### src/hdl/spg_pkg.sv
`default_nettype none
package spg_pkg;

  // Timer period width and limits
  localparam int PERIOD_BITS = 16;
  localparam logic [PERIOD_BITS-1:0] MAX_PERIOD = '1;
  localparam logic [PERIOD_BITS-1:0] MIN_PERIOD = PERIOD_BITS'(100);

  // Field widths
  localparam int CLK_W   = 27;
  localparam int FREQ_W  = 20;
  localparam int STEPS_W = 32;
  localparam int NUM_W   = CLK_W + 1;
  localparam int QUO_W   = NUM_W;
  localparam int CNT_W   = $clog2(QUO_W);
  localparam int EXT_W   = 33;
  localparam int CFG_W   = CLK_W;
  localparam int IDX_W   = 2;

  // Stream word widths
  localparam int IN_DATA_W  = 56;
  localparam int IN_USER_W  = 3;
  localparam int OUT_DATA_W = 40;

  // Register indexes
  localparam logic [IDX_W-1:0] REG_TIMER_CLK = 2'd0;
  localparam logic [IDX_W-1:0] REG_MIN_FREQ  = 2'd1;
  localparam logic [IDX_W-1:0] REG_MAX_FREQ  = 2'd2;

  // Register reset values
  localparam logic [CLK_W-1:0]  TIMER_CLK_RST = CLK_W'(1000000);
  localparam logic [FREQ_W-1:0] MIN_FREQ_RST  = FREQ_W'(16);
  localparam logic [FREQ_W-1:0] MAX_FREQ_RST  = FREQ_W'(10000);

  // Request codes
  localparam logic [2:0] REQ_TICK       = 3'd0;
  localparam logic [2:0] REQ_START_FIN  = 3'd1;
  localparam logic [2:0] REQ_START_CONT = 3'd2;
  localparam logic [2:0] REQ_STOP       = 3'd3;
  localparam logic [2:0] REQ_SET_DIR    = 3'd4;
  localparam logic [2:0] REQ_QUERY      = 3'd5;

  typedef enum logic [2:0] {
    CMD_TICK,
    CMD_ERR,
    CMD_START_FIN,
    CMD_START_CONT,
    CMD_STOP,
    CMD_SET_DIR,
    CMD_QUERY
  } cmd_kind_t;

  typedef enum logic [1:0] {
    ST_OK   = 2'd0,
    ST_BUSY = 2'd1,
    ST_ERR  = 2'd2
  } status_t;

  typedef enum logic [1:0] {
    B_EXEC,
    B_DIV,
    B_LOAD
  } back_state_t;

  typedef struct packed {
    cmd_kind_t          kind;
    logic [STEPS_W-1:0] step_count;
    logic [FREQ_W-1:0]  frequency;
    logic               dir_level;
  } cmd_t;

  typedef struct packed {
    logic [STEPS_W-1:0] steps_left;
    logic               continuous_flag;
    logic               busy_flag;
    logic               dir_out;
    logic               step_level;
    status_t            status;
  } res_t;

  // Clamp a rounded quotient to the legal period range
  function automatic logic [PERIOD_BITS-1:0] clamp_period(input logic [QUO_W-1:0] q);
    logic [EXT_W-1:0] qe;
    logic [PERIOD_BITS-1:0] p;
    qe = EXT_W'(q);
    if (qe < EXT_W'(MIN_PERIOD)) begin
      p = MIN_PERIOD;
    end else if (qe > EXT_W'(MAX_PERIOD)) begin
      p = MAX_PERIOD;
    end else begin
      p = qe[PERIOD_BITS-1:0];
    end
    return p;
  endfunction

endpackage
`default_nettype wire

### src/hdl/stepper_step_pulse_generator.sv
// Single-axis STEP pulse generator.
// Request words enter on s_axis: tuser carries the request code, tdata the
// axis, step count, frequency and direction level. Every request word gives
// exactly one result word on m_axis with status, STEP and DIR levels, busy
// and continuous flags and the remaining step count.
// A tick word advances the period down-counter by one timer clock.
// The result word is registered: a taken request word passes through the
// command queue and then the output register. A start with a nonzero
// frequency that loads a new period also runs a restoring divider for the
// period, one quotient bit a cycle, and holds the back end for the pop,
// 28 divide steps and the load. Back-to-back ticks are taken and answered at
// one word per cycle while m_axis_tready stays high; words behind a start
// wait in the two-entry command queue while the divider runs.
// The user must write configuration (timer clock, frequency limits) via cfg_we,
// cfg_index, cfg_data only while no word is in flight; the block does not enforce it.
// Reset (rst, synchronous) stops the generator, clears the queue, drops any
// pending result word and restores the register defaults.
// A stall on m_axis_tready holds the result word; the queue then fills and
// s_axis_tready drops until the result is taken.
`default_nettype none
module stepper_step_pulse_generator (
  input  wire logic                             clk,
  input  wire logic                             rst,
  input  wire logic                             cfg_we,
  input  wire logic [spg_pkg::IDX_W-1:0]        cfg_index,
  input  wire logic [spg_pkg::CFG_W-1:0]        cfg_data,
  input  wire logic                             s_axis_tvalid,
  output logic                                  s_axis_tready,
  // [1:0] axis, [33:2] step_count, [53:34] frequency, [54] dir_level
  input  wire logic [spg_pkg::IN_DATA_W-1:0]    s_axis_tdata,
  // [2:0] req_type
  input  wire logic [spg_pkg::IN_USER_W-1:0]    s_axis_tuser,
  output logic                                  m_axis_tvalid,
  input  wire logic                             m_axis_tready,
  // [1:0] status, [2] step_level, [3] dir_out, [4] busy_flag,
  // [5] continuous_flag, [37:6] steps_left
  output logic [spg_pkg::OUT_DATA_W-1:0]        m_axis_tdata
);

  logic                        q_full;
  logic                        q_push;
  logic                        q_pop;
  logic                        q_valid;
  spg_pkg::cmd_t               q_cmd;
  spg_pkg::cmd_t               q_head;
  logic [spg_pkg::CLK_W-1:0]   timer_clk_hz;

  // Accept and classify request words
  spg_front u_front (
    .clk           (clk),
    .rst           (rst),
    .cfg_we        (cfg_we),
    .cfg_index     (cfg_index),
    .cfg_data      (cfg_data),
    .s_axis_tvalid (s_axis_tvalid),
    .s_axis_tready (s_axis_tready),
    .s_axis_tdata  (s_axis_tdata),
    .s_axis_tuser  (s_axis_tuser),
    .q_full        (q_full),
    .q_push        (q_push),
    .q_cmd         (q_cmd),
    .timer_clk_hz  (timer_clk_hz)
  );

  // Decouple front and back
  spg_queue u_queue (
    .clk      (clk),
    .rst      (rst),
    .push     (q_push),
    .push_cmd (q_cmd),
    .full     (q_full),
    .pop      (q_pop),
    .valid    (q_valid),
    .head     (q_head)
  );

  // Run commands and drive results
  spg_back u_back (
    .clk           (clk),
    .rst           (rst),
    .timer_clk_hz  (timer_clk_hz),
    .q_valid       (q_valid),
    .q_head        (q_head),
    .q_pop         (q_pop),
    .m_axis_tvalid (m_axis_tvalid),
    .m_axis_tready (m_axis_tready),
    .m_axis_tdata  (m_axis_tdata)
  );

endmodule
`default_nettype wire

### src/hdl/spg_front.sv
`default_nettype none
module spg_front (
  input  wire logic                          clk,
  input  wire logic                          rst,
  input  wire logic                          cfg_we,
  input  wire logic [spg_pkg::IDX_W-1:0]     cfg_index,
  input  wire logic [spg_pkg::CFG_W-1:0]     cfg_data,
  input  wire logic                          s_axis_tvalid,
  output logic                               s_axis_tready,
  input  wire logic [spg_pkg::IN_DATA_W-1:0] s_axis_tdata,
  input  wire logic [spg_pkg::IN_USER_W-1:0] s_axis_tuser,
  input  wire logic                          q_full,
  output logic                               q_push,
  output spg_pkg::cmd_t                      q_cmd,
  output logic [spg_pkg::CLK_W-1:0]          timer_clk_hz
);

  logic [spg_pkg::FREQ_W-1:0] min_freq_hz;
  logic [spg_pkg::FREQ_W-1:0] max_freq_hz;
  logic [1:0]                 axis;
  logic [spg_pkg::FREQ_W-1:0] freq;
  logic                       freq_ok;

  // Configuration registers
  always_ff @(posedge clk) begin
    if (rst) begin
      timer_clk_hz <= spg_pkg::TIMER_CLK_RST;
      min_freq_hz  <= spg_pkg::MIN_FREQ_RST;
      max_freq_hz  <= spg_pkg::MAX_FREQ_RST;
    end else if (cfg_we) begin
      case (cfg_index)
        spg_pkg::REG_TIMER_CLK: timer_clk_hz <= cfg_data;
        spg_pkg::REG_MIN_FREQ:  min_freq_hz  <= cfg_data[spg_pkg::FREQ_W-1:0];
        spg_pkg::REG_MAX_FREQ:  max_freq_hz  <= cfg_data[spg_pkg::FREQ_W-1:0];
        default: ;
      endcase
    end
  end

  assign s_axis_tready = !q_full;
  assign q_push        = s_axis_tvalid && !q_full;

  assign axis    = s_axis_tdata[1:0];
  assign freq    = s_axis_tdata[53:34];
  assign freq_ok = (freq >= min_freq_hz) && (freq <= max_freq_hz);

  // Classify the word
  always_comb begin
    q_cmd.step_count = s_axis_tdata[33:2];
    q_cmd.frequency  = freq;
    q_cmd.dir_level  = s_axis_tdata[54];
    q_cmd.kind       = spg_pkg::CMD_ERR;
    if (s_axis_tuser == spg_pkg::REQ_TICK) begin
      q_cmd.kind = spg_pkg::CMD_TICK;
    end else if (axis == 2'd0) begin
      case (s_axis_tuser)
        spg_pkg::REQ_START_FIN:
          q_cmd.kind = freq_ok ? spg_pkg::CMD_START_FIN : spg_pkg::CMD_ERR;
        spg_pkg::REQ_START_CONT:
          q_cmd.kind = freq_ok ? spg_pkg::CMD_START_CONT : spg_pkg::CMD_ERR;
        spg_pkg::REQ_STOP:    q_cmd.kind = spg_pkg::CMD_STOP;
        spg_pkg::REQ_SET_DIR: q_cmd.kind = spg_pkg::CMD_SET_DIR;
        spg_pkg::REQ_QUERY:   q_cmd.kind = spg_pkg::CMD_QUERY;
        default:              q_cmd.kind = spg_pkg::CMD_ERR;
      endcase
    end
  end

endmodule
`default_nettype wire

### src/hdl/spg_queue.sv
`default_nettype none
module spg_queue (
  input  wire logic          clk,
  input  wire logic          rst,
  input  wire logic          push,
  input  wire spg_pkg::cmd_t push_cmd,
  output logic               full,
  input  wire logic          pop,
  output logic               valid,
  output spg_pkg::cmd_t      head
);

  spg_pkg::cmd_t mem [2];
  logic          wr_ptr;
  logic          rd_ptr;
  logic [1:0]    count;

  assign full  = (count == 2'd2);
  assign valid = (count != 2'd0);
  assign head  = mem[rd_ptr];

  // Store pushed commands
  always_ff @(posedge clk) begin
    if (push) begin
      mem[wr_ptr] <= push_cmd;
    end
  end

  // Advance pointers and occupancy
  always_ff @(posedge clk) begin
    if (rst) begin
      wr_ptr <= 1'b0;
      rd_ptr <= 1'b0;
      count  <= 2'd0;
    end else begin
      if (push) begin
        wr_ptr <= !wr_ptr;
      end
      if (pop) begin
        rd_ptr <= !rd_ptr;
      end
      if (push && !pop) begin
        count <= count + 2'd1;
      end else if (pop && !push) begin
        count <= count - 2'd1;
      end
    end
  end

endmodule
`default_nettype wire

### src/hdl/spg_back.sv
`default_nettype none
module spg_back (
  input  wire logic                           clk,
  input  wire logic                           rst,
  input  wire logic [spg_pkg::CLK_W-1:0]      timer_clk_hz,
  input  wire logic                           q_valid,
  input  wire spg_pkg::cmd_t                  q_head,
  output logic                                q_pop,
  output logic                                m_axis_tvalid,
  input  wire logic                           m_axis_tready,
  output logic [spg_pkg::OUT_DATA_W-1:0]      m_axis_tdata
);

  localparam int PB = spg_pkg::PERIOD_BITS;
  localparam int SW = spg_pkg::STEPS_W;
  localparam int FW = spg_pkg::FREQ_W;
  localparam int QW = spg_pkg::QUO_W;

  // Generator state
  logic [PB-1:0] period_count, period_count_next;
  logic [PB-1:0] reload_value, reload_value_next;
  logic [PB-1:0] half_period, half_period_next;
  logic [SW-1:0] remaining, remaining_next;
  logic          running, running_next;
  logic          free_run, free_run_next;
  logic          direction, direction_next;

  // Sequencer and divider
  spg_pkg::back_state_t state, state_next;
  spg_pkg::cmd_t        cur, cmd;
  logic [QW-1:0]        num_sh;
  logic [FW-1:0]        rem;
  logic [QW-1:0]        quo;
  logic [spg_pkg::CNT_W-1:0] cnt;
  logic [FW:0]          trial;
  logic                 trial_ge;

  // Output register
  spg_pkg::res_t out_res;
  spg_pkg::res_t res_next;
  logic          out_free;
  logic          commit;
  logic          div_start;
  logic          need_div;
  logic [PB-1:0] p_in;
  logic [SW-1:0] rem_dec;
  spg_pkg::status_t st;

  assign out_free = !m_axis_tvalid || m_axis_tready;
  assign m_axis_tdata = {{(spg_pkg::OUT_DATA_W - $bits(spg_pkg::res_t)){1'b0}}, out_res};

  assign trial    = {rem, num_sh[QW-1]};
  assign trial_ge = (trial >= {1'b0, cur.frequency});

  // Pick the command to run and decide whether it needs a divide
  always_comb begin
    cmd = (state == spg_pkg::B_LOAD) ? cur : q_head;
    p_in = (state == spg_pkg::B_LOAD) ? spg_pkg::clamp_period(quo) : spg_pkg::MAX_PERIOD;
    need_div = (q_head.frequency != '0) &&
               ((q_head.kind == spg_pkg::CMD_START_CONT) ||
                ((q_head.kind == spg_pkg::CMD_START_FIN) &&
                 (q_head.step_count != '0) && !running));
  end

  // Sequencer: next state and handshakes
  always_comb begin
    state_next = state;
    q_pop      = 1'b0;
    commit     = 1'b0;
    div_start  = 1'b0;
    case (state)
      spg_pkg::B_EXEC: begin
        if (q_valid && out_free) begin
          q_pop = 1'b1;
          if (need_div) begin
            div_start  = 1'b1;
            state_next = spg_pkg::B_DIV;
          end else begin
            commit = 1'b1;
          end
        end
      end
      spg_pkg::B_DIV: begin
        if (cnt == '0) begin
          state_next = spg_pkg::B_LOAD;
        end
      end
      spg_pkg::B_LOAD: begin
        if (out_free) begin
          commit     = 1'b1;
          state_next = spg_pkg::B_EXEC;
        end
      end
      default: state_next = spg_pkg::B_EXEC;
    endcase
  end

  // Execute one command against the generator state
  always_comb begin
    period_count_next = period_count;
    reload_value_next = reload_value;
    half_period_next  = half_period;
    remaining_next    = remaining;
    running_next      = running;
    free_run_next     = free_run;
    direction_next    = direction;
    st                = spg_pkg::ST_OK;
    rem_dec           = remaining;
    case (cmd.kind)
      spg_pkg::CMD_TICK: begin
        if (running) begin
          if (period_count == '0) begin
            if (!free_run && (remaining != '0)) begin
              rem_dec = remaining - SW'(1);
            end
            remaining_next = rem_dec;
            if (!free_run && (rem_dec == '0)) begin
              running_next   = 1'b0;
              free_run_next  = 1'b0;
              remaining_next = '0;
            end else begin
              period_count_next = reload_value;
            end
          end else begin
            period_count_next = period_count - PB'(1);
          end
        end
      end
      spg_pkg::CMD_START_FIN: begin
        if (cmd.step_count == '0) begin
          running_next   = 1'b0;
          free_run_next  = 1'b0;
          remaining_next = '0;
        end else if (running) begin
          st = spg_pkg::ST_BUSY;
        end else begin
          reload_value_next = p_in - PB'(1);
          period_count_next = p_in - PB'(1);
          half_period_next  = p_in >> 1;
          remaining_next    = cmd.step_count;
          free_run_next     = 1'b0;
          running_next      = 1'b1;
        end
      end
      spg_pkg::CMD_START_CONT: begin
        direction_next    = cmd.dir_level;
        reload_value_next = p_in - PB'(1);
        period_count_next = p_in - PB'(1);
        half_period_next  = p_in >> 1;
        remaining_next    = '1;
        free_run_next     = 1'b1;
        running_next      = 1'b1;
      end
      spg_pkg::CMD_STOP: begin
        running_next   = 1'b0;
        free_run_next  = 1'b0;
        remaining_next = '0;
      end
      spg_pkg::CMD_SET_DIR: begin
        if (running) begin
          st = spg_pkg::ST_BUSY;
        end else begin
          direction_next = cmd.dir_level;
        end
      end
      spg_pkg::CMD_QUERY: ;
      default: st = spg_pkg::ST_ERR;
    endcase
    res_next.status          = st;
    res_next.step_level      = running_next && (period_count_next < half_period_next);
    res_next.dir_out         = direction_next;
    res_next.busy_flag       = running_next;
    res_next.continuous_flag = free_run_next;
    res_next.steps_left      = remaining_next;
  end

  // Control and generator state registers
  always_ff @(posedge clk) begin
    if (rst) begin
      state         <= spg_pkg::B_EXEC;
      m_axis_tvalid <= 1'b0;
      period_count  <= '0;
      reload_value  <= '0;
      half_period   <= '0;
      remaining     <= '0;
      running       <= 1'b0;
      free_run      <= 1'b0;
      direction     <= 1'b0;
    end else begin
      state <= state_next;
      if (commit) begin
        m_axis_tvalid <= 1'b1;
        period_count  <= period_count_next;
        reload_value  <= reload_value_next;
        half_period   <= half_period_next;
        remaining     <= remaining_next;
        running       <= running_next;
        free_run      <= free_run_next;
        direction     <= direction_next;
      end else if (m_axis_tready) begin
        m_axis_tvalid <= 1'b0;
      end
    end
  end

  // Result word
  always_ff @(posedge clk) begin
    if (commit) begin
      out_res <= res_next;
    end
  end

  // Restoring divider: one quotient bit per cycle
  always_ff @(posedge clk) begin
    if (div_start) begin
      cur    <= q_head;
      num_sh <= QW'(timer_clk_hz) + QW'(q_head.frequency >> 1);
      rem    <= '0;
      quo    <= '0;
      cnt    <= spg_pkg::CNT_W'(QW - 1);
    end else if (state == spg_pkg::B_DIV) begin
      num_sh <= num_sh << 1;
      quo    <= {quo[QW-2:0], trial_ge};
      rem    <= trial_ge ? FW'(trial - {1'b0, cur.frequency}) : trial[FW-1:0];
      cnt    <= cnt - spg_pkg::CNT_W'(1);
    end
  end

endmodule
`default_nettype wire

### config.mk
export PLATFORM = sky130hd
export DESIGN_NAME = stepper_step_pulse_generator
export DESIGN_NICKNAME = d
export VERILOG_FILES = /design/src/hdl/spg_pkg.sv /design/src/hdl/stepper_step_pulse_generator.sv /design/src/hdl/spg_front.sv /design/src/hdl/spg_queue.sv /design/src/hdl/spg_back.sv
export SDC_FILE = /design/constraint.sdc
export NUM_CORES = 1
export LEC_CHECK = 0
export BUFFER_PORTS_ARGS = -buffer_cell sky130_fd_sc_hd__clkbuf_2
export CAP_MARGIN = 25
export CORE_MARGIN = 1.5
export CORE_UTILIZATION = 35
export CTS_BUF_LIST = sky130_fd_sc_hd__clkbuf_8
export DETAILED_ROUTE_END_ITERATION = 8
export PLACE_DENSITY = 0.59
export SLEW_MARGIN = 20
export SYNTH_ARGS = -nofsm -noshare
export SYNTH_HDL_FRONTEND = slang
export SYNTH_HIERARCHICAL = 1
export SYNTH_SLANG_ARGS = --single-unit
export TNS_END_PERCENT = 50
### constraint.sdc
create_clock -name clk -period 6.3 [get_ports clk]
set_clock_uncertainty 0.15 [all_clocks]
set_input_delay 0.945 -clock clk [delete_from_list [all_inputs] [get_ports clk]]
set_output_delay 0.945 -clock clk [all_outputs]
set_load 0.05 [all_outputs]
==> flow_summary.ini <==
[yosys]
ys_seq_area_frac = 0.4711
async_flop_share = 0
synth_seq_cells = 445
ys_types = 95
syn_inst = 2580
synth_warnings = 6
synth-main-ff-cell = edfxtp_1
synth_edf_count = 234
syn_area_um2 = 23880
synth.avg_cell_area_um2 = 9.256

[critical_path]
cp-start-kind = register
required_ns = 6.55
cp-end-kind = register
crit_type = register to register
cp.arrival_ns = 6.02
cp_max_fo = 9
r2r_setup_slack_ns = 0.53

[timing]
max-slew-margin-rel = 0.3055
worst_pin_slew_ns = 1.039
holdWs_ns = 0.3034
setup_ws_ns = 0.5308
max_freq_mhz = 173.3
finalCriticalPeriod_ns = 5.769
fin_crit_sh = 0.9157
finalSetupTns_ns = 0
setup_violations = 0
maxSlewViolCount = 0
rsz0062_at_grt = no
hold_viol_final = 0

[pwr]
leakagePower_nw = 9.897
power_mw = 13.33
ir_worst_vdd_v = 0.0003241
powerDensity_nw_per_um2 = 500.7

[die]
io_pins = 135
die_w_um = 264.2
coreArea_um2 = 67400
die-area_um2 = 69810
rows = 95
start_util = 0.3543
fp.dieH_um = 264.2

[clock_tree]
tritoncts = yes
numCtsBuffers = 78
insertion_delay_ns = 0.69
cts_max_path_buffers = 3
cts_hold_buf = 0
ctsResizeCount = 0
cts_setup_buffers = 0
cts_root_buf = clkbuf_8
clkTransAtPathRegs_ns = 0.06
cts.sinks = 445
htreeDepth = 3

[grt]
antenna_found_initial = 6
grt_pass1_vias = 18630
grt_max_degree = 90
grtUsageTotal = 0.1861
grt_pass1_wl_mm = 103.9
overflow = 0

[drt]
drc = 0
firstDrtPassIters = 5
viasPerCell = 5.440
ant_nets = 0
routed_wl_mm = 66.05
num_vias = 19440
wl_per_cell_um = 18.48
drt_iter0_markers = 1694

[cells_and_area]
area_growth_pct = 11.51
final_core_util = 0.3951
final_cell_area_um2 = 26630
stdcell_count = 3574
drive_gt1_frac = 0.1501
nNetsFinal = 2831
layout.filler_cells = 6623

[placement]
hpwl_mm = 46.56
placed_cell_area_um2 = 25020
placedCellCount = 3428
portBuffers = 131
routabilityCongestion = 0.9433
dp_slack_ns = 0.5346

[hold_path]
holdCritPathClass = register to register

[outcome]
status = completed

[run]
cap_violations = 0
[path summary, 6_finish.rpt]
path,startpoint,to,cells past startpoint
min,u_back/quo[27],u_back/quo[27],2
max,u_back/quo[12],u_back/m_axis_tdata[2],19
max reg2reg,u_back/quo[12],u_back/m_axis_tdata[2],19
min reg2reg,u_back/quo[27],u_back/quo[27],2
[final cells by class]
| cell class | count | area (µm²) | share of cell area |
|---|---|---|---|
| diodes | 2 | 5.005 | 0.0001880 |
| clock buffers | 91 | 1252 | 0.04704 |
| clock inverters | 52 | 350.3 | 0.01316 |
| inverters | 94 | 354.1 | 0.01330 |
| multi-input cells | 1836 | 11280 | 0.4235 |
| flip-flops and latches | 445 | 11250 | 0.4226 |
| well taps | 873 | 1092 | 0.04102 |
| repair buffers | 181 | 1044 | 0.03919 |
[logic make-up (layout without fill, tap and decap cells)]
group,after synthesis,after routing,synth area share
AND/OR/NAND/NOR,958,958,0.1862
AO/OA/AOI/OAI,578,578,0.1485
flip-flops,445,445,0.4711
buffers and inverters,300,418,0.05847
multiplexers,120,120,0.05360
adder cells (fa/ha/maj),102,102,0.05407
XOR/XNOR,76,76,0.02787
other,1,4,0.0001570
[synthesized netlist by cell type (all sizes together), types with 43 or more instances]
| cell type | number | area share |
|---|---|---|
| nand2 | 398 | 0.063 |
| inv | 93 | 0.015 |
| ha | 100 | 0.052 |
| clkbuf | 127 | 0.020 |
| nor2 | 221 | 0.035 |
| a21oi | 206 | 0.043 |
| mux2 | 63 | 0.030 |
| o21ai | 170 | 0.036 |
| nor4 | 43 | 0.013 |
| buf | 79 | 0.024 |
| nor3 | 84 | 0.018 |
| dfxtp | 211 | 0.18 |
| edfxtp | 234 | 0.29 |
| mux2i | 57 | 0.024 |
[layout by cell type, fill, tap and decap left out, types with 13 or more instances in the layout]
master,instances
clkinv_2,13
nand2_1,398
mux2_2,63
nand4_1,35
clkbuf_8,91
or3_1,16
clkbuf_2,131
ha_1,100
buf_4,49
edfxtp_1,234
nor2_1,219
a21oi_1,206
nor4_1,40
a21o_1,17
nand3b_1,13
o21ai_0,165
nor2b_1,20
and3_1,18
mux2i_1,57
xnor2_1,38
inv_1,111
a31oi_1,14
nor3_1,81
dfxtp_1,209
nand2b_1,15
xor2_1,38
a211oi_1,29
nand3_1,35
[sequential cells by signal, summed over array words and instances, names as in the netlist, 27 cells and up, named ones only]
signal,cells
u_back/remaining,32
u_back/num_sh,28
u_back/quo,28
u_queue/mem,112
u_back/m_axis_tdata,38
u_back/cur,56
u_front/timer_clk_hz,27
[routing by layer]
| metal | global-route usage | wire length [µm] |
|---|---|---|
| met4 | 0.05980 | 1654 |
| met2 | 0.2912 | 29820 |
| met1 | 0.2553 | 29470 |
| met3 | 0.03990 | 5073 |
| met5 | 0 | 31 |
[worst max-delay path, stage by stage, from the launching register on]
cell and delay (ns):
dfxtp_1 0.38, or4_1 0.59, nor4_1 0.39, nand2b_1 0.26, o21ai_0 0.12, and2_1 0.20
ha_1 0.27, or4b_2 0.67, or4_1 0.53, nor3_1 0.19, xnor2_1 0.15, nand2_1 0.11
a222oi_1 0.32, inv_1 0.08, ha_1 0.30, nand4_1 0.09, nor2_1 0.22, nand2_1 0.08
a31oi_1 0.31, nor4bb_1 0.10
[power by group]
group          total (mW)  switching, mW  internal (mW)  leakage (nW)
logic                6.12           4.03           2.09          5.10
registers            4.50          0.512           3.99          3.90
clock network        2.71           1.25           1.46         0.893
total                13.3           5.80           7.54          9.90
No activity file was read; power rests on OpenSTA's default activity.
